--- src/hw/rtl/duration_percentile_statistics_unit_macros.svh ---
// Assertion macros used by the duration percentile statistics top level.
`ifndef DURATION_PERCENTILE_STATISTICS_UNIT_MACROS_SVH
`define DURATION_PERCENTILE_STATISTICS_UNIT_MACROS_SVH
`ifndef SYNTHESIS
// Same-cycle implication, sampled on clk, idle while reset is asserted.
`define DPS_ASSERT_IMPL(name, ante, cons, msg) \
    name: assert property (@(posedge clk) disable iff (!rst_n) (ante) |-> (cons)) \
        else $error(msg);
// Next-cycle implication, sampled on clk, idle while reset is asserted.
`define DPS_ASSERT_NEXT(name, ante, cons, msg) \
    name: assert property (@(posedge clk) disable iff (!rst_n) (ante) |=> (cons)) \
        else $error(msg);
`else
`define DPS_ASSERT_IMPL(name, ante, cons, msg)
`define DPS_ASSERT_NEXT(name, ante, cons, msg)
`endif
`endif

--- src/hw/rtl/dps_ram.sv ---
// Generic single-port-write, single-port-read RAM with a registered read.
module dps_ram #(
    parameter int WIDTH = 8,
    parameter int DEPTH = 16,
    parameter int AW    = (DEPTH > 1) ? $clog2(DEPTH) : 1
) (
    input  logic             clk,
    input  logic             we,
    input  logic [AW-1:0]    waddr,
    input  logic [WIDTH-1:0] wdata,
    input  logic [AW-1:0]    raddr,
    output logic [WIDTH-1:0] rdata
);

    logic [WIDTH-1:0] mem [DEPTH];
    logic [WIDTH-1:0] rdata_reg;

    always_ff @(posedge clk)
    begin
        if (we)
        begin
            mem[waddr] <= wdata;
        end
        rdata_reg <= mem[raddr];
    end

    assign rdata = rdata_reg;

endmodule

--- config.mk ---
export PLATFORM = sky130hd
export DESIGN_NAME = dps_ram
export DESIGN_NICKNAME = d
export VERILOG_FILES = /design/src/hw/rtl/duration_percentile_statistics_unit_macros.svh /design/src/hw/rtl/dps_ram.sv
export SDC_FILE = /design/constraint.sdc
export NUM_CORES = 1
export LEC_CHECK = 0
export ABC_AREA = 1
export BUFFER_PORTS_ARGS = -buffer_cell sky130_fd_sc_hd__buf_2
export CAP_MARGIN = 20
export CORE_MARGIN = 4
export CORE_UTILIZATION = 60
export DETAILED_ROUTE_END_ITERATION = 12
export PLACE_DENSITY = 0.78
export SYNTH_ARGS = -nofsm -noshare
export SYNTH_HDL_FRONTEND = slang
export SYNTH_SLANG_ARGS = --single-unit
--- constraint.sdc ---
create_clock -name clk -period 2.91 [get_ports clk]
set_input_delay 0.291 -clock clk [delete_from_list [all_inputs] [get_ports clk]]
set_output_delay 0.291 -clock clk [all_outputs]
set_load 0.02 [all_outputs]
# After elaboration in Yosys (flattened, before gate mapping)
# Memories as Yosys holds them, arrays and structs flattened. A register that Yosys moved wholly into a read port is not among the register bits.
# Index checks and enable logic that the tools add are counted.
# op_classes
n_mux	2
# op_table
operator	count
$mux 1	2
# totals
register_bits	0
ram_bits	128
inputBits	18
output_inout_bits	8
wordCells	3
memories	1
# memory_table
memory	depth	width	read_ports	rd_clocked_by_memory_dff	write_ports	line_no	rtl
mem	16	8	1	1	1	dps_ram.sv:15	logic [WIDTH-1:0] mem [DEPTH];

# Logic depth before layout (Yosys ltp)
# depth
word_depth	2
ltp_mapped	8
ltp_nobuf	7

# Worst setup path after synthesis
# No wires, ideal clock.
# synth_timing
kind	input port to flip-flop
start	input port waddr[2]
end	memory mem[10][0] (enable)
setup_ns	0.370
arrival_time_ns	0.872
setup_slack_ns	1.668
cell_stages	2
path_buffers	0
path_cell_list	nand3b_1 nor2_1
# synth_rtl
element	line_no	rtl
from (decl)	dps_ram.sv:9	input logic [AW-1:0] waddr,
to (decl)	dps_ram.sv:15	
# No word-level cell before the write port.

==> flow_metrics.py <==
metrics = {
    "status": {
        "outcome": "finished clean",
    },
    "pwr": {
        "clockPowerShare": 0.443,
        "switching_share": 0.230,
        "internal_power_w": 0.00342,
        "total_power_w": 0.00445,
        "p_comb_frac": 0.061,
        "p_sw_w": 0.00102,
        "ir_drop_mv": 0.459,
        "p_leak_nw": 2.80,
        "p_per_area_nw_per_um2": 688,
        "p_seq_frac": 0.496,
    },
    "floorplanning": {
        "fp.dieArea_um2": 11200,
        "core_um2": 9280,
        "fp.dieH_um": 106,
        "die_w_um": 106,
        "io_pins": 26,
        "rows": 35,
        "initial_utilization": 0.621,
    },
    "sta": {
        "finClkSkew_ns": 0.00757,
        "layout_min_cycle_time_ns": 1.45,
        "period_share": 0.497,
        "setup_viol": 0,
        "worst_slack_ns": 1.46,
        "drv_slew": 0,
        "finalHoldViolCount": 0,
        "fmax_ghz": 0.692,
        "slew_headroom": 0.401,
        "rsz0062_at_grt": "no",
        "worst_pin_slew_ns": 0.896,
        "fin_tns_setup_ns": 0,
    },
    "routing": {
        "met3WireLength_um": 955,
        "vias_per_cell": 5.39,
        "vias": 3853,
        "top_layer_used": "met4",
        "first_pass_iters": 7,
        "wl_um": 13000,
        "route.antenna.remaining_nets": 0,
        "wl_per_cell_um": 18.2,
        "wl_met2_um": 6550,
        "first_iter_violations": 419,
        "m1WireLength_um": 5220,
        "drcViolationCount": 0,
    },
    "grt": {
        "grt_pass1_vias": 3979,
        "gr-total-overflow": 0,
        "antenna_found_initial": 0,
        "grt_max_degree": 65,
        "grt_use_total": 0.249,
        "grt_pass1_wl_um": 20900,
    },
    "clocking": {
        "cts_hold_buffers": 0,
        "path_clk_slew_ns": 0.06,
        "cts_made_buffers": 17,
        "clk_path_buf_depth": 2,
        "clock_sinks": 136,
        "cts_max_level": 4,
        "cts_tree": "yes",
        "post_cts_buffers": 0,
        "cts_root_buf": "clkbuf_8",
        "clock_latency_ns": 0.52,
        "cts.repair.resized": 0,
    },
    "run": {
        "maxCapViolations": 0,
    },
    "cells_and_area": {
        "layout-drive-gt1-share": 0.102,
        "final-seq-area_um2": 4000,
        "n_antenna_cell": 0,
        "multi_input_area_um2": 1210,
        "fin_util": 0.697,
        "largest_reg_flops": 128,
        "fin_nets": 591,
        "n_fill_cell": 678,
        "syn2layout_area_growth_pct": 12.2,
    },
    "worst_setup_path": {
        "cp.arrival_ns": 1.86,
        "crit_path_frequent_cell": "nand3_1",
        "critPathCaptureType": "flop",
        "start_kind": "primary input",
        "crit_path_top_delay_cell": "buf_2",
        "worstReg2RegStart": "mem[7][0]$_DFFE_PP_",
        "cp_max_fo": 33,
        "crit_type": "primary input to flop",
        "crit_required_ns": 3.32,
        "cp_cell_sequence": "buf_2, inv_2, nand3_1, nand3_1, nand3_1, nand2_1",
        "cp_top_family": "buffers and inverters",
        "critPathBufInv": 2,
        "critPathLaunch": "raddr[1]",
        "max_stage_delay_ns": 0.52,
    },
    "synthesis": {
        "yosysUniqueCellTypes": 12,
        "netlist_area_um2": 5770,
        "synth_fp_nets": 569,
        "syn_inst": 551,
        "ys_warn_count": 0,
        "yosysSeqAreaShare": 0.694,
        "synth-simple-area-share": 0.210,
        "synth_top_family_by_area": "simple AND/OR/NAND/NOR gates",
        "synthXorXnorAreaFrac": 0,
        "synth_compound_area_frac": 0,
        "synth_fa_ha_area_frac": 0,
        "yosys_register_bits": 136,
        "syn_area_per_cell_um2": 10.5,
        "synth.area.mux_share": 0,
    },
    "placed_design": {
        "post-place-ws_ns": 0.989,
        "place_hpwl_um": 7660,
        "portBuffers": 25,
        "gp_congestion": 0.875,
    },
    "hold_path": {
        "hp-start": "raddr[3]",
        "hold_path.class": "primary input to flop",
    },
}
==> cells by family after synthesis <==
logic type,count (synthesis)
and+or+nand+nor,289
DFF,136
buffers and inverters,126
==> synth_stat cells <==
cell type	n	area [um2]
nand3b_1	2	15.0
buf_2	13	65.1
inv_2	2	7.51
buf_6	6	67.6
dfxtp_1	8	160
buf_1	1	3.75
buf_4	4	30.0
inv_1	100	375
edfxtp_1	128	3840
nand3_1	97	485
nor2_1	17	63.8
nand2_1	173	649
==> path summary, 6_finish.rpt <==
path	depth (start not counted)	slack [ns]	endpoint
min	3	0.15	rdata[3]$_DFF_P_
max	6	1.46	rdata[4]$_DFF_P_
max reg2reg	6	1.84	rdata[0]$_DFF_P_
min reg2reg	6	0.67	rdata[1]$_DFF_P_
==> layer usage <==
layer / global-route usage / vias to the layer above
met2: 0.416 / 182
li1: - / 1817
met3: 0.0540 / 27
met4: 0.107 / 0
met5: 0 / -
met1: 0.316 / 1827
==> final cells by class <==
class,instances,area share
clock buffers,19,0.0667
clock inverters,13,0.0188
inverters,102,0.0592
multi-input cells,289,0.188
flip-flops and latches,136,0.619
well taps,129,0.0250
repair buffers,27,0.0236
==> worst register-to-register path: stages (launching register included) <==
cell and delay (ns):
edfxtp_1 0.39, inv_1 0.07, nand2_1 0.04, nand3_1 0.10, nand3_1 0.14, nand3_1 0.17, nand2_1 0.07
==> placed cells by master (no fill, tap or decap) <==
master,synthesis,layout
bufinv_16,0,1
buf_2,13,25
dfxtp_1,8,8
inv_1,100,100
nand2_1,173,173
buf_4,4,1
buf_12,0,1
edfxtp_1,128,128
inv_6,0,2
inv_2,2,2
clkbuf_1,0,1
nor2_1,17,17
clkinv_4,0,5
nand3_1,97,97
clkbuf_16,0,16
clkbuf_8,0,2
nand3b_1,2,2
clkinv_2,0,3
clkinvlp_4,0,2
==> stage by stage <==
| step | std cells | instance area [um2] | hold WS [ns] |
|---|---|---|---|
| floorplan | 551 | 5770 | 0.390 |
| global placement | 683 | 5910 | 0.643 |
| detailed placement | 683 | 5910 | 0.650 |
| CTS | 715 | 6470 | 0.130 |
| global route | 715 | 6470 | 0.158 |
| finish | 715 | 6470 | 0.154 |
==> power groups by stage <==
stage	registers, W	clock network (W)	logic [W]
global placement	0.00224	0	0.000259
floorplan	0.00226	0	0.000154
finish	0.00220	0.00197	0.000273
CTS	0.00220	0.00198	0.000272
global route	0.00221	0.00207	0.000303
detailed placement	0.00224	0	0.000266
No activity file was read; power rests on OpenSTA's default activity.
