### src/hw/rtl/duration_percentile_statistics_unit_macros.svh
// Assertion macros used by the duration percentile statistics top level.
`ifndef DURATION_PERCENTILE_STATISTICS_UNIT_MACROS_SVH
`define DURATION_PERCENTILE_STATISTICS_UNIT_MACROS_SVH
`ifndef SYNTHESIS
// Same-cycle implication, sampled on clk, idle while reset is asserted.
`define DPS_ASSERT_IMPL(name, ante, cons, msg) \
    name: assert property (@(posedge clk) disable iff (!rst_n) (ante) |-> (cons)) \
        else $error(msg);
// Next-cycle implication, sampled on clk, idle while reset is asserted.
`define DPS_ASSERT_NEXT(name, ante, cons, msg) \
    name: assert property (@(posedge clk) disable iff (!rst_n) (ante) |=> (cons)) \
        else $error(msg);
`else
`define DPS_ASSERT_IMPL(name, ante, cons, msg)
`define DPS_ASSERT_NEXT(name, ante, cons, msg)
`endif
`endif

### src/hw/rtl/dps_pkg.sv
// Package with constants, codes and types of the duration percentile statistics unit.
package dps_pkg;

    localparam int MAX_SAMPLES = 1024;
    localparam int ADDR_W      = (MAX_SAMPLES > 1) ? $clog2(MAX_SAMPLES) : 1;
    localparam int CNT_W       = $clog2(MAX_SAMPLES + 1);
    localparam int DUR_W       = 64;
    localparam int VAL_W       = 63;
    localparam int BIT_W       = $clog2(VAL_W);
    localparam int NUM_PCT     = 3;
    localparam int PCT_LIST [NUM_PCT] = '{50, 95, 99};
    localparam int RANK_X_W    = $clog2(99 * MAX_SAMPLES + 100);
    // Division by 100 as a multiply by a reciprocal: floor(x * RANK_MUL / 2^RANK_SHIFT).
    localparam int RANK_SHIFT  = 32;
    localparam longint RANK_MUL = 42949673;
    localparam int RANK_MUL_W  = 26;
    localparam int RANK_PROD_W = RANK_X_W + RANK_MUL_W;

    localparam logic ACT_ADD    = 1'b0;
    localparam logic ACT_FINISH = 1'b1;

    localparam logic [1:0] ST_OK   = 2'd0;
    localparam logic [1:0] ST_BAD  = 2'd1;
    localparam logic [1:0] ST_FULL = 2'd2;

    typedef logic [NUM_PCT-1:0][CNT_W-1:0] rank_vec_t;
    typedef logic [NUM_PCT-1:0][VAL_W-1:0] pick_vec_t;

    typedef enum logic [1:0] {
        TOP_IDLE,
        TOP_RANK,
        TOP_SELECT
    } top_state_t;

    typedef enum logic [1:0] {
        SEL_IDLE,
        SEL_SWEEP,
        SEL_DRAIN,
        SEL_DECIDE
    } sel_state_t;

endpackage

### src/hw/rtl/dps_divide.sv
// Restoring divider that forms the truncated mean one quotient bit per cycle.
module dps_divide import dps_pkg::*; (
    input  logic             clk,
    input  logic             rst_n,
    input  logic             start,
    input  logic [VAL_W-1:0] dividend,
    input  logic [CNT_W-1:0] divisor,
    output logic [VAL_W-1:0] quotient
);

    logic             active_reg, active_next;
    logic [BIT_W-1:0] step_reg, step_next;
    logic [VAL_W-1:0] quo_reg, quo_next;
    logic [CNT_W-1:0] rem_reg, rem_next;
    logic [CNT_W-1:0] den_reg, den_next;
    logic [CNT_W:0]   rem_sh;

    always_ff @(posedge clk or negedge rst_n)
    begin
        if (!rst_n)
        begin
            active_reg <= 1'b0;
            step_reg   <= '0;
        end
        else
        begin
            active_reg <= active_next;
            step_reg   <= step_next;
        end
    end

    always_ff @(posedge clk)
    begin
        quo_reg <= quo_next;
        rem_reg <= rem_next;
        den_reg <= den_next;
    end

    always_comb
    begin
        active_next = active_reg;
        step_next   = step_reg;
        quo_next    = quo_reg;
        rem_next    = rem_reg;
        den_next    = den_reg;
        rem_sh      = {rem_reg, quo_reg[VAL_W-1]};
        if (start)
        begin
            active_next = 1'b1;
            step_next   = BIT_W'(VAL_W - 1);
            quo_next    = dividend;
            rem_next    = '0;
            den_next    = divisor;
        end
        else if (active_reg)
        begin
            if (rem_sh >= {1'b0, den_reg})
            begin
                rem_next = CNT_W'(rem_sh - {1'b0, den_reg});
                quo_next = {quo_reg[VAL_W-2:0], 1'b1};
            end
            else
            begin
                rem_next = rem_sh[CNT_W-1:0];
                quo_next = {quo_reg[VAL_W-2:0], 1'b0};
            end
            if (step_reg == '0)
            begin
                active_next = 1'b0;
            end
            else
            begin
                step_next = step_reg - 1'b1;
            end
        end
    end

    assign quotient = quo_reg;

endmodule

### config.mk
export PLATFORM = sky130hd
export DESIGN_NAME = dps_divide
export DESIGN_NICKNAME = d
export VERILOG_FILES = /design/src/hw/rtl/duration_percentile_statistics_unit_macros.svh /design/src/hw/rtl/dps_pkg.sv /design/src/hw/rtl/dps_divide.sv
export SDC_FILE = /design/constraint.sdc
export NUM_CORES = 1
export LEC_CHECK = 0
export ABC_AREA = 1
export BUFFER_PORTS_ARGS = -buffer_cell sky130_fd_sc_hd__buf_2
export CORE_AREA = 4 4 129 131
export DETAILED_ROUTE_END_ITERATION = 12
export DIE_AREA = 0 0 133 135
export GPL_ROUTABILITY_DRIVEN = 0
export SLEW_MARGIN = 10
export SYNTH_ARGS = -nofsm -noshare
export SYNTH_HDL_FRONTEND = slang
export SYNTH_SLANG_ARGS = --single-unit
export TNS_END_PERCENT = 5
### constraint.sdc
create_clock -name clk -period 2.53 [get_ports clk]
set_input_delay 0.3795 -clock clk [delete_from_list [all_inputs] [get_ports clk]]
set_output_delay 0.3795 -clock clk [all_outputs]
set_load 0.01 [all_outputs]
Word-level counts from Yosys, hierarchy flattened
Cells that the tools add are included.
{ "word_totals": {"register_bits": 92, "latchBits": 0, "mem_bits_rw": 0, "mem_bits_ro": 0, "inputBits": 77, "wordCells": 22, "memories": 0} }
{ "op_classes": {"add_sub_neg": 2, "n_mul": 0, "div": 0, "magnitude_cmp": 1, "n_eq_ne": 1, "n_shift": 0, "mux": 10, "n_bitwise": 0, "n_reduce_logical": 3} }
{ "ops": {"columns": ["op", "n"], "rows": [
  ["63-bit two-way mux", 2],
  ["6-bit two-way mux", 3],
  ["12-bit by 11-bit >= comparator with 1-bit output", 1],
  ["11-bit two-way mux", 1],
  ["11-bit subtractor", 1],
  ["6-bit logical NOT", 1],
  ["6-bit by 1-bit subtractor with 6-bit output (second input constant)", 1],
  ["1-bit two-way mux", 4],
  ["2-bit != test (second input constant)", 1],
  ["2-bit AND reduction", 1],
  ["2-bit nonzero test", 1]
]} }

Depth between registers and ports, before layout
{ "depth": {"ltp_word": 4, "mapped_depth": 12, "ltp_nobuf": 12} }

Worst setup path before layout
Ideal clock, no wire load.
{ "synth_path": {"kind": "input -> register", "start": "in start", "end": "reg quo_reg[0], in the netlist quotient[0] (enable)", "setup_time_ns": 0.417, "t_arrival_ns": 1.863, "required_ns": 2.113, "path_slack_ns": 0.250, "cell_stages": 3, "path_buffers": 1, "path_cell_list": "nor2_1 > clkbuf_1 > inv_1"} }
{ "synth_via": {"elab_chain_cells": 1} }
{ "synth_lines": {"columns": ["element", "line", "text"], "rows": [
  ["start, declared", "dps_divide.sv:5", "input logic start,"],
  ["2-bit nonzero test (no source line)", null, null],
  ["end signal, assigned", "dps_divide.sv:34", "quo_reg <= quo_next;"],
  ["end, declared", "dps_divide.sv:13", "logic [VAL_W-1:0] quo_reg, quo_next;"]
]} }
No other way between the ends.
A chain may end at the register's enable or synchronous reset.

Worst setup path after layout
{ "layout_path": {"start": "reg quo_reg[62], in the netlist quotient[62]", "end": "reg quo_reg[0], in the netlist quotient[0] (data pin)"} }
{ "layout_via": {"elab_chain_cells": 4} }
{ "layout_lines": {"columns": ["element", "line", "text"], "rows": [
  ["12-bit by 11-bit >= comparator with 1-bit output", "dps_divide.sv:57", "if (rem_sh >= {1'b0, den_reg})"],
  ["1-bit two-way mux", "dps_divide.sv:57", null],
  ["63-bit two-way mux", "dps_divide.sv:55", "else if (active_reg)"],
  ["63-bit two-way mux", "dps_divide.sv:47", "if (start)"],
  ["net quo_next[0]", "dps_divide.sv:13", null]
]} }
The timed path passes the listed nets, and every way through them passes these cells. The select of a mux whose other input is x is not followed.

==> parameters.txt <==
Parameter                              Value

Outcome
  Result of the run ... complete, no violations

Run
  Max-capacitance violation count ... 0

Synthesis
  Avg Synthesized Cell Area ... 8.58 um^2
  Sequential element share of the synthesized area ... 56.9%
  Netlist area before placement ... 4600 um^2
  Total nets after synthesis ... 627
  Synth Register Bits ... 92
  Cell taking the most area after synthesis ... sky130_fd_sc_hd__edfxtp_1
  Number of warnings issued by yosys ... 0
  Distinct cell type count of the synthesized netlist ... 27
  Number of instances in the synthesized netlist ... 536
  Leading post-synthesis cells by cell area ... sky130_fd_sc_hd__edfxtp_1 (48%), sky130_fd_sc_hd__nand2_1 (22%), sky130_fd_sc_hd__dfxtp_1 (4.8%)
  Fraction of post-synthesis cell area in the top cell type by area ... 48.3%

CTS
  Clock tree from TritonCTS ... yes
  Total setup buffers inserted after CTS ... 0
  Root Buffer ... sky130_fd_sc_hd__clkbuf_16
  Number of hold buffers added after cts ... 1
  Max clock buf depth ... 2
  Clock latency reported for the late side of the worst-skew pair ... 0.34 ns
  # clock sinks ... 92
  Clock-pin transition on the worst setup and hold timing paths ... 0.07 ns
  TritonCTS buffer count ... 9
  Number of levels in the clock H-tree ... 3
  Count of cells resized by post-cts repair ... 0

Floorplanning
  Starting Density ... 29.5%
  Area inside the core boundary ... 15600 um^2
  Die extent in x ... 133 um
  Height of the chip ... 135 um
  Count of pins on the block boundary ... 140
  Row count ... 46
  Die Area ... 18000 um^2

Placed design
  HPWL after detailed placement ... 8510 um
  Port bufs ... 139

Setup path
  CP Max Fanout ... 12
  Arrival time reported for the critical path endpoint ... 2.19 ns
  Launching element type of the critical path ... flip-flop
  Capturing element type of the critical path ... flip-flop
  CP Data Required Time ... 2.63 ns
  Worst setup path class ... flip-flop to flip-flop

Cells and area
  Area grow syn2layout ... 27.4%
  Count of fill cells added during filler insertion ... 1631
  Proportion of layout cells with a drive suffix above 1 ... 25.6%
  Post-layout nets ... 765
  Final core area utilization ... 37.6%
  Flip-flop count of the largest register, all copies and words added ... 63

Route
  DRC violations left ... 0
  Routed Wire Length ... 12000 um
  1st-pass router iterations ... 4
  DRC violation total after the first TritonRoute iteration ... 210
  WL per Instance ... 13.4 um
  Drt via density ... 4.34
  Vias after detailed routing ... 3893
  Number of routed nets with antenna violations ... 0

Global routing
  Grt total ovfl ... 0
  Number of global-route vias before repair ... 3947
  Global routing usage summed across all routing layers ... 13.8%
  Wire length of the first global-routing pass ... 19600 um
  Number of antenna violations at the first check in global routing ... 1
  Pin count of the biggest net entering global routing ... 47

Timing
  Final hold slack ... 0.210 ns
  Sum of negative setup slack ... 0 ns
  Hold Fails Final Rpt ... 0
  Number of max-slew violations in the final report ... 0
  Part of the cycle the worst path needs ... 82.7%
  RSZ-0062 raised after global routing ... false
  Transition time of the tightest slew-check pin ... 0.862 ns
  Post-layout min period ... 2.09 ns
  Worst max-slew margin expressed relative to the limit ... 42.3%
  Final setup violating endpoints ... 0
  Largest clock skew in the final design ... 0.0113 ns
  Highest Clock Rate ... 478 MHz

Power
  Power density of the placed cells ... 820 nW/um^2
  Leakage power total ... 0.00301 uW
  Pwr Total ... 4800 uW
  Max VDD drop ... 0.354 mV

Hold path
  Worst min-delay path class ... input pin to flip-flop
[worst paths after layout]
kind / slack, ns / cells after the start / endpoint / start
min in group asynchronous: 0.39 / 2 / step_reg[3] / rst_n
worst max-delay path: 0.44 / 10 / quotient[0] / quotient[62]
worst max register to register: 0.44 / 10 / quotient[0] / quotient[62]
max in group asynchronous: 1.98 / 2 / active_reg / rst_n
worst min-delay path: 0.21 / 1 / den_reg[1] / divisor[1]
worst min register to register: 0.47 / 2 / rem_reg[10] / rem_reg[10]
[metrics by stage]
stage | cell area, um^2 | worst slack (ns) | std cells
floorplan | 4600 | 0.250 | 536
global placement | 5550 | 0.516 | 878
detailed placement | 5550 | 0.463 | 878
CTS | 5860 | 0.442 | 895
global route | 5860 | 0.210 | 895
finish | 5860 | 0.438 | 896
[cell usage after synthesis, drive strengths merged]
cell type	n
nand3	36
nand4	17
fa	1
xnor2	2
nor2	17
and2	1
a31oi	1
nand2	269
edfxtp	74
o21ai	5
xor2	2
ha	13
clkbuf	8
a21oi	5
or2	1
dfrtp	7
inv	53
dfxtp	11
buf	13
[critical path: stages (launching register included)]
cell	delay (ns)
sky130_fd_sc_hd__edfxtp_1	0.38
sky130_fd_sc_hd__inv_1	0.09
sky130_fd_sc_hd__ha_1	0.18
sky130_fd_sc_hd__fa_1	0.22
sky130_fd_sc_hd__inv_1	0.06
sky130_fd_sc_hd__nand3_1	0.06
sky130_fd_sc_hd__nand3_1	0.15
sky130_fd_sc_hd__nand2_1	0.15
sky130_fd_sc_hd__nand4_2	0.33
sky130_fd_sc_hd__nand2_1	0.16
sky130_fd_sc_hd__nand2_1	0.07
[power breakdown]
group / switching, uW / internal (uW) / total, uW
clock network: 608 / 772 / 1380
registers: 128 / 1850 / 1980
logic: 889 / 554 / 1440
total: 1630 / 3180 / 4800
[placed cells by master (no fill, tap or decap), drive strengths merged]
cell type / instances
xnor2: 2
ha: 13
nand2: 269
inv: 55
bufinv: 1
edfxtp: 74
clkbuf: 9
or2: 1
diode: 1
clkinvlp: 1
o21ai: 5
and2: 1
a31oi: 1
nand4: 17
dfrtp: 7
buf: 147
dlygate4sd3: 1
clkinv: 3
a21oi: 5
nand3: 36
xor2: 2
dfxtp: 11
fa: 1
nor2: 17
[cells by family (layout without fill, tap and decap cells)]
group / after synthesis / in the layout / share of synthesized area, %
flops: 92 / 92 / 56.9
buf+inv: 74 / 217 / 6.55
fa+ha+maj: 14 / 14 / 3.97
simple gates: 341 / 341 / 30.5
other cells: 0 / 1 / 0
compound gates: 11 / 11 / 1.31
xor+xnor: 4 / 4 / 0.762
[final cells by class]
cell class                 count  area [um^2]  area share, %
inverter                      53          199           3.39
antenna                        1         2.50         0.0427
sequential                    92         2620           44.7
clock inverter                 7         73.8           1.26
tap                          216          270           4.61
multi-input combinational    370         1680           28.7
clock buffer                   9          225           3.84
timing repair buffer         148          791           13.5
[per-layer routing]
layer	share of wire [%]	GRT usage, %
met5	0.11	0
met1	45	17.7
met3	11	6.33
met2	44	21.4
met4	0.74	3.18
Power figures use the tool's default switching activity.
