$ cat src/hw/rtl/duration_percentile_statistics_unit_macros.svh
// Assertion macros used by the duration percentile statistics top level.
`ifndef DURATION_PERCENTILE_STATISTICS_UNIT_MACROS_SVH
`define DURATION_PERCENTILE_STATISTICS_UNIT_MACROS_SVH
`ifndef SYNTHESIS
// Same-cycle implication, sampled on clk, idle while reset is asserted.
`define DPS_ASSERT_IMPL(name, ante, cons, msg) \
    name: assert property (@(posedge clk) disable iff (!rst_n) (ante) |-> (cons)) \
        else $error(msg);
// Next-cycle implication, sampled on clk, idle while reset is asserted.
`define DPS_ASSERT_NEXT(name, ante, cons, msg) \
    name: assert property (@(posedge clk) disable iff (!rst_n) (ante) |=> (cons)) \
        else $error(msg);
`else
`define DPS_ASSERT_IMPL(name, ante, cons, msg)
`define DPS_ASSERT_NEXT(name, ante, cons, msg)
`endif
`endif

$ cat src/hw/rtl/dps_pkg.sv
// Package with constants, codes and types of the duration percentile statistics unit.
package dps_pkg;

    localparam int MAX_SAMPLES = 1024;
    localparam int ADDR_W      = (MAX_SAMPLES > 1) ? $clog2(MAX_SAMPLES) : 1;
    localparam int CNT_W       = $clog2(MAX_SAMPLES + 1);
    localparam int DUR_W       = 64;
    localparam int VAL_W       = 63;
    localparam int BIT_W       = $clog2(VAL_W);
    localparam int NUM_PCT     = 3;
    localparam int PCT_LIST [NUM_PCT] = '{50, 95, 99};
    localparam int RANK_X_W    = $clog2(99 * MAX_SAMPLES + 100);
    // Division by 100 as a multiply by a reciprocal: floor(x * RANK_MUL / 2^RANK_SHIFT).
    localparam int RANK_SHIFT  = 32;
    localparam longint RANK_MUL = 42949673;
    localparam int RANK_MUL_W  = 26;
    localparam int RANK_PROD_W = RANK_X_W + RANK_MUL_W;

    localparam logic ACT_ADD    = 1'b0;
    localparam logic ACT_FINISH = 1'b1;

    localparam logic [1:0] ST_OK   = 2'd0;
    localparam logic [1:0] ST_BAD  = 2'd1;
    localparam logic [1:0] ST_FULL = 2'd2;

    typedef logic [NUM_PCT-1:0][CNT_W-1:0] rank_vec_t;
    typedef logic [NUM_PCT-1:0][VAL_W-1:0] pick_vec_t;

    typedef enum logic [1:0] {
        TOP_IDLE,
        TOP_RANK,
        TOP_SELECT
    } top_state_t;

    typedef enum logic [1:0] {
        SEL_IDLE,
        SEL_SWEEP,
        SEL_DRAIN,
        SEL_DECIDE
    } sel_state_t;

endpackage

$ cat src/hw/rtl/dps_select.sv
// Radix selection of the percentile samples by repeated counting sweeps over the store.
module dps_select import dps_pkg::*; (
    input  logic              clk,
    input  logic              rst_n,
    input  logic              start,
    input  logic [CNT_W-1:0]  count,
    input  rank_vec_t         rank,
    output logic [ADDR_W-1:0] rd_addr,
    input  logic [VAL_W-1:0]  rd_data,
    output logic              done,
    output pick_vec_t         pick
);

    sel_state_t       state_reg, state_next;
    logic [CNT_W-1:0] n_reg, n_next;
    logic [CNT_W-1:0] addr_reg, addr_next;
    logic [BIT_W-1:0] bit_reg, bit_next;
    rank_vec_t        cnt_reg, cnt_next;
    pick_vec_t        prefix_reg, prefix_next;
    pick_vec_t        trial;
    logic             rdv_reg, rdv_next;
    logic             done_reg, done_next;
    logic [CNT_W-1:0] addr_inc;

    always_ff @(posedge clk or negedge rst_n)
    begin
        if (!rst_n)
        begin
            state_reg <= SEL_IDLE;
            rdv_reg   <= 1'b0;
            done_reg  <= 1'b0;
        end
        else
        begin
            state_reg <= state_next;
            rdv_reg   <= rdv_next;
            done_reg  <= done_next;
        end
    end

    always_ff @(posedge clk)
    begin
        n_reg      <= n_next;
        addr_reg   <= addr_next;
        bit_reg    <= bit_next;
        cnt_reg    <= cnt_next;
        prefix_reg <= prefix_next;
    end

    always_comb
    begin
        state_next  = state_reg;
        n_next      = n_reg;
        addr_next   = addr_reg;
        bit_next    = bit_reg;
        cnt_next    = cnt_reg;
        prefix_next = prefix_reg;
        rdv_next    = 1'b0;
        done_next   = 1'b0;
        addr_inc    = addr_reg + 1'b1;
        for (int k = 0; k < NUM_PCT; k++)
        begin
            trial[k] = prefix_reg[k] | (VAL_W'(1) << bit_reg);
            if (rdv_reg)
            begin
                cnt_next[k] = cnt_reg[k] + CNT_W'(rd_data < trial[k]);
            end
        end
        case (state_reg)
            SEL_IDLE:
            begin
                if (start)
                begin
                    n_next      = count;
                    addr_next   = '0;
                    bit_next    = BIT_W'(VAL_W - 1);
                    prefix_next = '0;
                    cnt_next    = '0;
                    state_next  = SEL_SWEEP;
                end
            end
            SEL_SWEEP:
            begin
                rdv_next  = 1'b1;
                addr_next = addr_inc;
                if (addr_inc == n_reg)
                begin
                    state_next = SEL_DRAIN;
                end
            end
            SEL_DRAIN:
            begin
                state_next = SEL_DECIDE;
            end
            SEL_DECIDE:
            begin
                // Fewer samples below the trial than the rank: the answer is at least the trial.
                for (int k = 0; k < NUM_PCT; k++)
                begin
                    if (cnt_reg[k] < rank[k])
                    begin
                        prefix_next[k] = trial[k];
                    end
                end
                cnt_next  = '0;
                addr_next = '0;
                if (bit_reg == '0)
                begin
                    done_next  = 1'b1;
                    state_next = SEL_IDLE;
                end
                else
                begin
                    bit_next   = bit_reg - 1'b1;
                    state_next = SEL_SWEEP;
                end
            end
            default:
            begin
                state_next = SEL_IDLE;
            end
        endcase
    end

    assign rd_addr = addr_reg[ADDR_W-1:0];
    assign done    = done_reg;
    assign pick    = prefix_reg;

endmodule
$ cat config.mk
export PLATFORM = sky130hd
export DESIGN_NAME = dps_select
export DESIGN_NICKNAME = d
export VERILOG_FILES = /design/src/hw/rtl/duration_percentile_statistics_unit_macros.svh /design/src/hw/rtl/dps_pkg.sv /design/src/hw/rtl/dps_select.sv
export SDC_FILE = /design/constraint.sdc
export NUM_CORES = 1
export LEC_CHECK = 0
export BUFFER_PORTS_ARGS = -buffer_cell sky130_fd_sc_hd__buf_2
export CAP_MARGIN = 10
export CORE_MARGIN = 3
export CORE_UTILIZATION = 57
export DETAILED_ROUTE_END_ITERATION = 8
export HOLD_SLACK_MARGIN = 0.1
export PLACE_DENSITY = 0.87
export SYNTH_ARGS = -nofsm -noshare
export SYNTH_HDL_FRONTEND = slang
export SYNTH_SLANG_ARGS = --single-unit
$ cat constraint.sdc
create_clock -name clk -period 4.5 [get_ports clk]
set_input_delay 0.45 -clock clk [delete_from_list [all_inputs] [get_ports clk]]
set_output_delay 0.45 -clock clk [all_outputs]
set_load 0.05 [all_outputs]
== After elaboration in Yosys (flattened, before gate mapping) ==
Index checks and enable logic that the tools add are counted.
Operators by class
  shift-type cells: 1
  reduce and logical (&&, ||, !) cells: 11
  muxes and demuxes: 22
  multipliers: 0
  bitwise operators: 3
  equal/unequal tests: 10
  div/mod/pow operators: 0
  order comparisons: 6
  $add $sub $neg: 5
Operators by type and width (count)
  $pmux W189 S2: 1
  $lt A63 B63 Y1: 3
  $mux W189: 1
  $mux W63: 3
  $or A63 B63 Y63: 3
  $pmux W33 S2: 1
  $shl A1 B6 Y63 const A: 1
  $mux W11: 4
  $add A11 B1 Y11: 3
  $lt A11 B11 Y1: 3
  $mux W33: 1
  $pmux W11 S3: 1
  $mux W6: 2
  $ne A2 B2 Y1 const B: 6
  $pmux W6 S2: 1
  $reduce_and A3 Y1: 4
  $add A11 B1 Y11 const B: 1
  $eq A11 B11 Y1: 1
  $pmux W2 S4: 1
  $logic_not A6 Y1: 1
  $reduce_and A2 Y1: 3
  $sub A6 B1 Y6 const B: 1
  $eq A2 B2 Y1 const B: 2
  $mux W1: 4
  other kinds (5): 6
Word-level totals
  flip-flop bits (word level): 254
  output and inout port bits: 200
  ROM bits: 0
  latch bits: 0
  memories kept: 0
  memory bits (writable): 0
  word-level logic and storage cells: 70
  bits of input ports: 110

== Longest topological paths before layout ==
  depth in word-level cells: 7
  gate-level depth with buffers: 20

== Worst setup path before layout ==
OpenSTA, ideal clock, no wires.
  kind: reg-to-reg
  from: reg bit_reg[0]
  to: reg cnt_reg[19] in the netlist's numbering
  path slack: 641 ps
  cell stages (with the launch flop): 21
  setup time: 128 ps
  data required time: 4372 ps
  data arrival time: 3732 ps
  cells stage by stage: edfxtp_1 > inv_1 > ha_1 > or3b_4 > nor2_1 > nor2_1 > ha_1 > a21oi_1 > o21ai_0 > o21a_1 > o21ai_0 > a21oi_1 > or4b_1 > a31oi_1 > ha_1 > ha_1 > nand3_1 > nor2_1 > nand3_1 > xor2_1 > nor2_1
RTL lines
  start: declaration: line dps_select.sv:17  | logic [BIT_W-1:0] bit_reg, bit_next;
  start signal: assignment: line dps_select.sv:45  | bit_reg <= bit_next;
  end signal: assignment: line dps_select.sv:46  | cnt_reg <= cnt_next;
  end: declaration: line dps_select.sv:18  | rank_vec_t cnt_reg, cnt_next;

==> impl_results.md <==
- Fraction of layout cells with a size suffix above 1: around a quarter
- Die area: between 0.03 and 0.04 mm2
- 1st-iter DRT viols: ~930
- Post-DP HPWL: around 37 mm
- Clock share of power: a little over two fifths
- VDD IR max: approximately 0.31 mV
- CTS Sinks: roughly 250
- Max-cap violation count: 0
- CP cell instances: buf_4, ha_1, nand3_1, nor2_1, buf_4, nor2_1, ha_1, and4_1, a221oi_1, o31ai_1, a211oi_2, buf_4, o2111ai_2, a21oi_2, buf_4, ha_1, ha_1, nand4_1, xor2_1, nor2_1
- Post-synthesis cell type count: 59
- CTS tree: done
- Latest clock arrival within the worst-skew pair: ~550 ps
- Layout Skew: 20.06 ps
- I/O pin cnt: 310
- Cell Pwr Density: a little under 300 mW/mm2
- Worst Path Max Fanout: 4
- Ys flop type: edfxtp_1
- Largest register FFs: 189
- Clock-pin slew on the worst setup and hold paths: around 60 ps
- FMAX: between 0.2 and 0.25 GHz
- Gpl congestion: a little over 0.9
- Gate power share: between 10% and 20%
- Period utilization: 96.44%
- Outcome: finished, final reports clean
- Switching share of total power: approximately 25%
- CTS buffer count: 29
- Core area: roughly 0.027 mm2
- Crit path time final: ~4300 ps
- Post-Syn Instances: between 1500 and 2000
- Share of flip-flops with an asynchronous set or reset: approximately 1.6%
- Yosys reg bits: 254
- Chip Width: between 150 and 200 um
- Final Util: a little under three quarters
- Total GRT Usage: 30.75%
- Measured slew at the worst slew-check pin: roughly 1100 ps
- Number of flops mapped to enable cells by yosys: ~220
- Synth Cell Area: 0.01600 mm2
- P_sw: ~1.4 mW
- Worst EP arrival: about 4800 ps
- FILL cells: a little under 2000
- Largest delay share family, worst path: compound AO/OA/AOI/OAI gates
- Number of cells on the critical path: 20
- DP Worst Slack: -124.4 ps
- CP bufs+invs: 4
- Crit path largest cell delay: approximately 400 ps
- Worst Setup Start Kind: flip-flop
- Commonest non-fill, non-tap cell in the layout: buf_2
- Antenna viol nets, final: 0
- DR WL/cell: 20.88 um
- Worst setup margin: approximately 160 ps
- First-pass GRT wire length: roughly 74 mm
- Final hold viol count: 0
- Initial antenna violation count: 4
- Syn nets: 1895
- Pwr Total: 5.701 mW
- DRC viols: 0
- Core Rows: 60
- Chip height: between 150 and 200 um
- Nets: around 2200
- Class of the worst hold path: in -> async
- CP endpoint kind: flip-flop
- DRT Pass-1 Iters: 7
- Number of global-route vias before repair: 13500
- Worst slew margin: a little over a quarter
- Worst EP required: between 4000 and 5000 ps
- Largest net degree at the start of global routing: around 110
- Reg power frac: about half
- Sequential-to-total area share from yosys stat: ~45%
- Pleak: approximately 8.6 nW
- Pint: between 4 and 5 mW
- Area Overhead vs Synth: 21.85%
- Final setup fails: 0
- Crit path kind: reg -> reg
- Via count: approximately 13000
- Reg2reg path depth: 20
- Final Max Tran Viols: 0
- Slowest cell on crit path: edfxtp_1
- Grt ovf: 0
- Ys Warns: 0
- WL final: ~48 mm
- Syn Area/Cell: between 10 and 15 um2
- H-Tree Level Count: 1
- Vias per cell: roughly 5.8
- Input/output buffers: roughly 300
- Max clock buf depth: 3
- Initial Utilization: around 59%
- Commonest cells after routing, fill and taps aside: buf_2 (309), nor2_1 (297), ha_1 (229), edfxtp_1 (217), nor2b_1 (203)
- Root Buffer: clkbuf_16
## stage by stage
step	TNS [ps]	cells	hold slack, ps	instance area [um2]
5_1_grt	-366.0	2302	264.5	19490
3_3_place_gp	-282.4	2226	265.6	18170
3_5_place_dp	-1282	2226	271.0	18170
4_1_cts	0	2293	238.1	19290
2_1_floorplan	0	1552	154.4	16000
6_report	0	2304	254.8	19500
## power by group through the flow
stage                     clock [mW]  combinational, mW  sequential [mW]
after CTS                       2.40              0.575             2.75
final                           2.37              0.583             2.75
after global routing            2.48              0.675             2.77
after detailed placement           0              0.558             2.80
after floorplan                    0              0.373             2.76
after global placement             0              0.513             2.79
## timing repair
| item | CTS | global route |
|---|---|---|
| pin swaps | 0 | 5 |
| gates resized for setup | 5 | 44 |
| setup endpoints to repair | 17 | 26 |
| hold endpoints to repair | 15 | 0 |
| setup buffers | 2 | 6 |
| hold buffers | 12 | 0 |
## cell type report
cell class                      count  area, um2  area share, %
Inverter                           38      142.6         0.7316
Clock inverter                     19      146.4         0.7509
Sequential cell                   254       7277          37.33
Clock buffer                       34      818.3          4.197
Antenna cell                        4      10.01        0.05134
Multi-Input combinational cell   1212       8549          43.85
Timing Repair Buffer              371       2087          10.70
Tap cell                          372      465.4          2.387
## worst paths after layout
kind / start / end / slack, ps
max: bit_reg[0] / cnt_reg[8] / 160
min: rst_n / rdv_reg / 250
max reg2reg: bit_reg[0] / cnt_reg[8] / 160
min reg2reg: cnt_reg[16] / cnt_reg[16] / 530
max in group asynchronous: rst_n / state_reg[0] / 4110
min in group clk: start / state_reg[1] / 330
## logic make-up (layout without fill, tap and decap cells)
kind of cell,Yosys count,count (layout),share of synthesized area [%]
xor gates and xnor gates,48,48,2.893
buffers and inverters,86,462,2.299
AOI/OAI and AO/OA,212,212,8.704
muxes,7,7,0.4457
and+or+nand+nor,712,712,21.96
DFF,254,254,45.48
other,0,4,0
adders and majority gates,233,233,18.22
## synthesized netlist by cell type, types with 2 or more instances
cell	n	share of area, %
nor2_1	322	7.6
ha_1	233	18
edfxtp_1	217	41
nor2b_1	205	8.0
a21oi_1	65	2.0
nand2_1	54	1.3
a21o_1	45	2.1
nand4_1	43	1.7
inv_1	38	0.89
clkbuf_1	37	0.87
o21ai_0	35	1.1
dfxtp_1	33	4.1
xor2_1	28	1.5
nand3_1	22	0.69
xnor2_1	17	0.93
nor3_1	15	0.47
o21a_1	12	0.56
buf_4	10	0.47
o211ai_1	10	0.47
and2_1	9	0.35
a211oi_1	8	0.38
and3_1	8	0.31
nand2b_1	8	0.31
and4_1	7	0.38
a31o_2	6	0.33
mux2i_1	6	0.38
o2111ai_1	6	0.33
a2111oi_0	4	0.22
dfrtp_1	4	0.63
nor4_1	4	0.16
a211o_1	3	0.16
a31oi_1	3	0.12
o31ai_1	3	0.14
or2_2	3	0.12
or3_1	3	0.12
a221oi_1	2	0.11
xnor3_1	2	0.28
## worst register-to-register path, stage by stage, from the launching register on
cell	delay, ps
edfxtp_1	400
buf_4	170
ha_1	250
nand3_1	190
nor2_1	90
buf_4	170
nor2_1	160
ha_1	280
and4_1	210
a221oi_1	300
o31ai_1	170
a211oi_2	330
buf_4	190
o2111ai_2	200
a21oi_2	250
buf_4	140
ha_1	200
ha_1	220
nand4_1	110
xor2_1	160
nor2_1	50
## per-layer routing
layer	track usage, %	routed length (um)	vias to the layer above
li1	-	-	6268
met1	39.25	19310	6343
met2	50.55	22420	651
met3	7.184	4293	132
met4	12.70	2070	2
met5	0	18	-
Power figures use the tool's default switching activity.
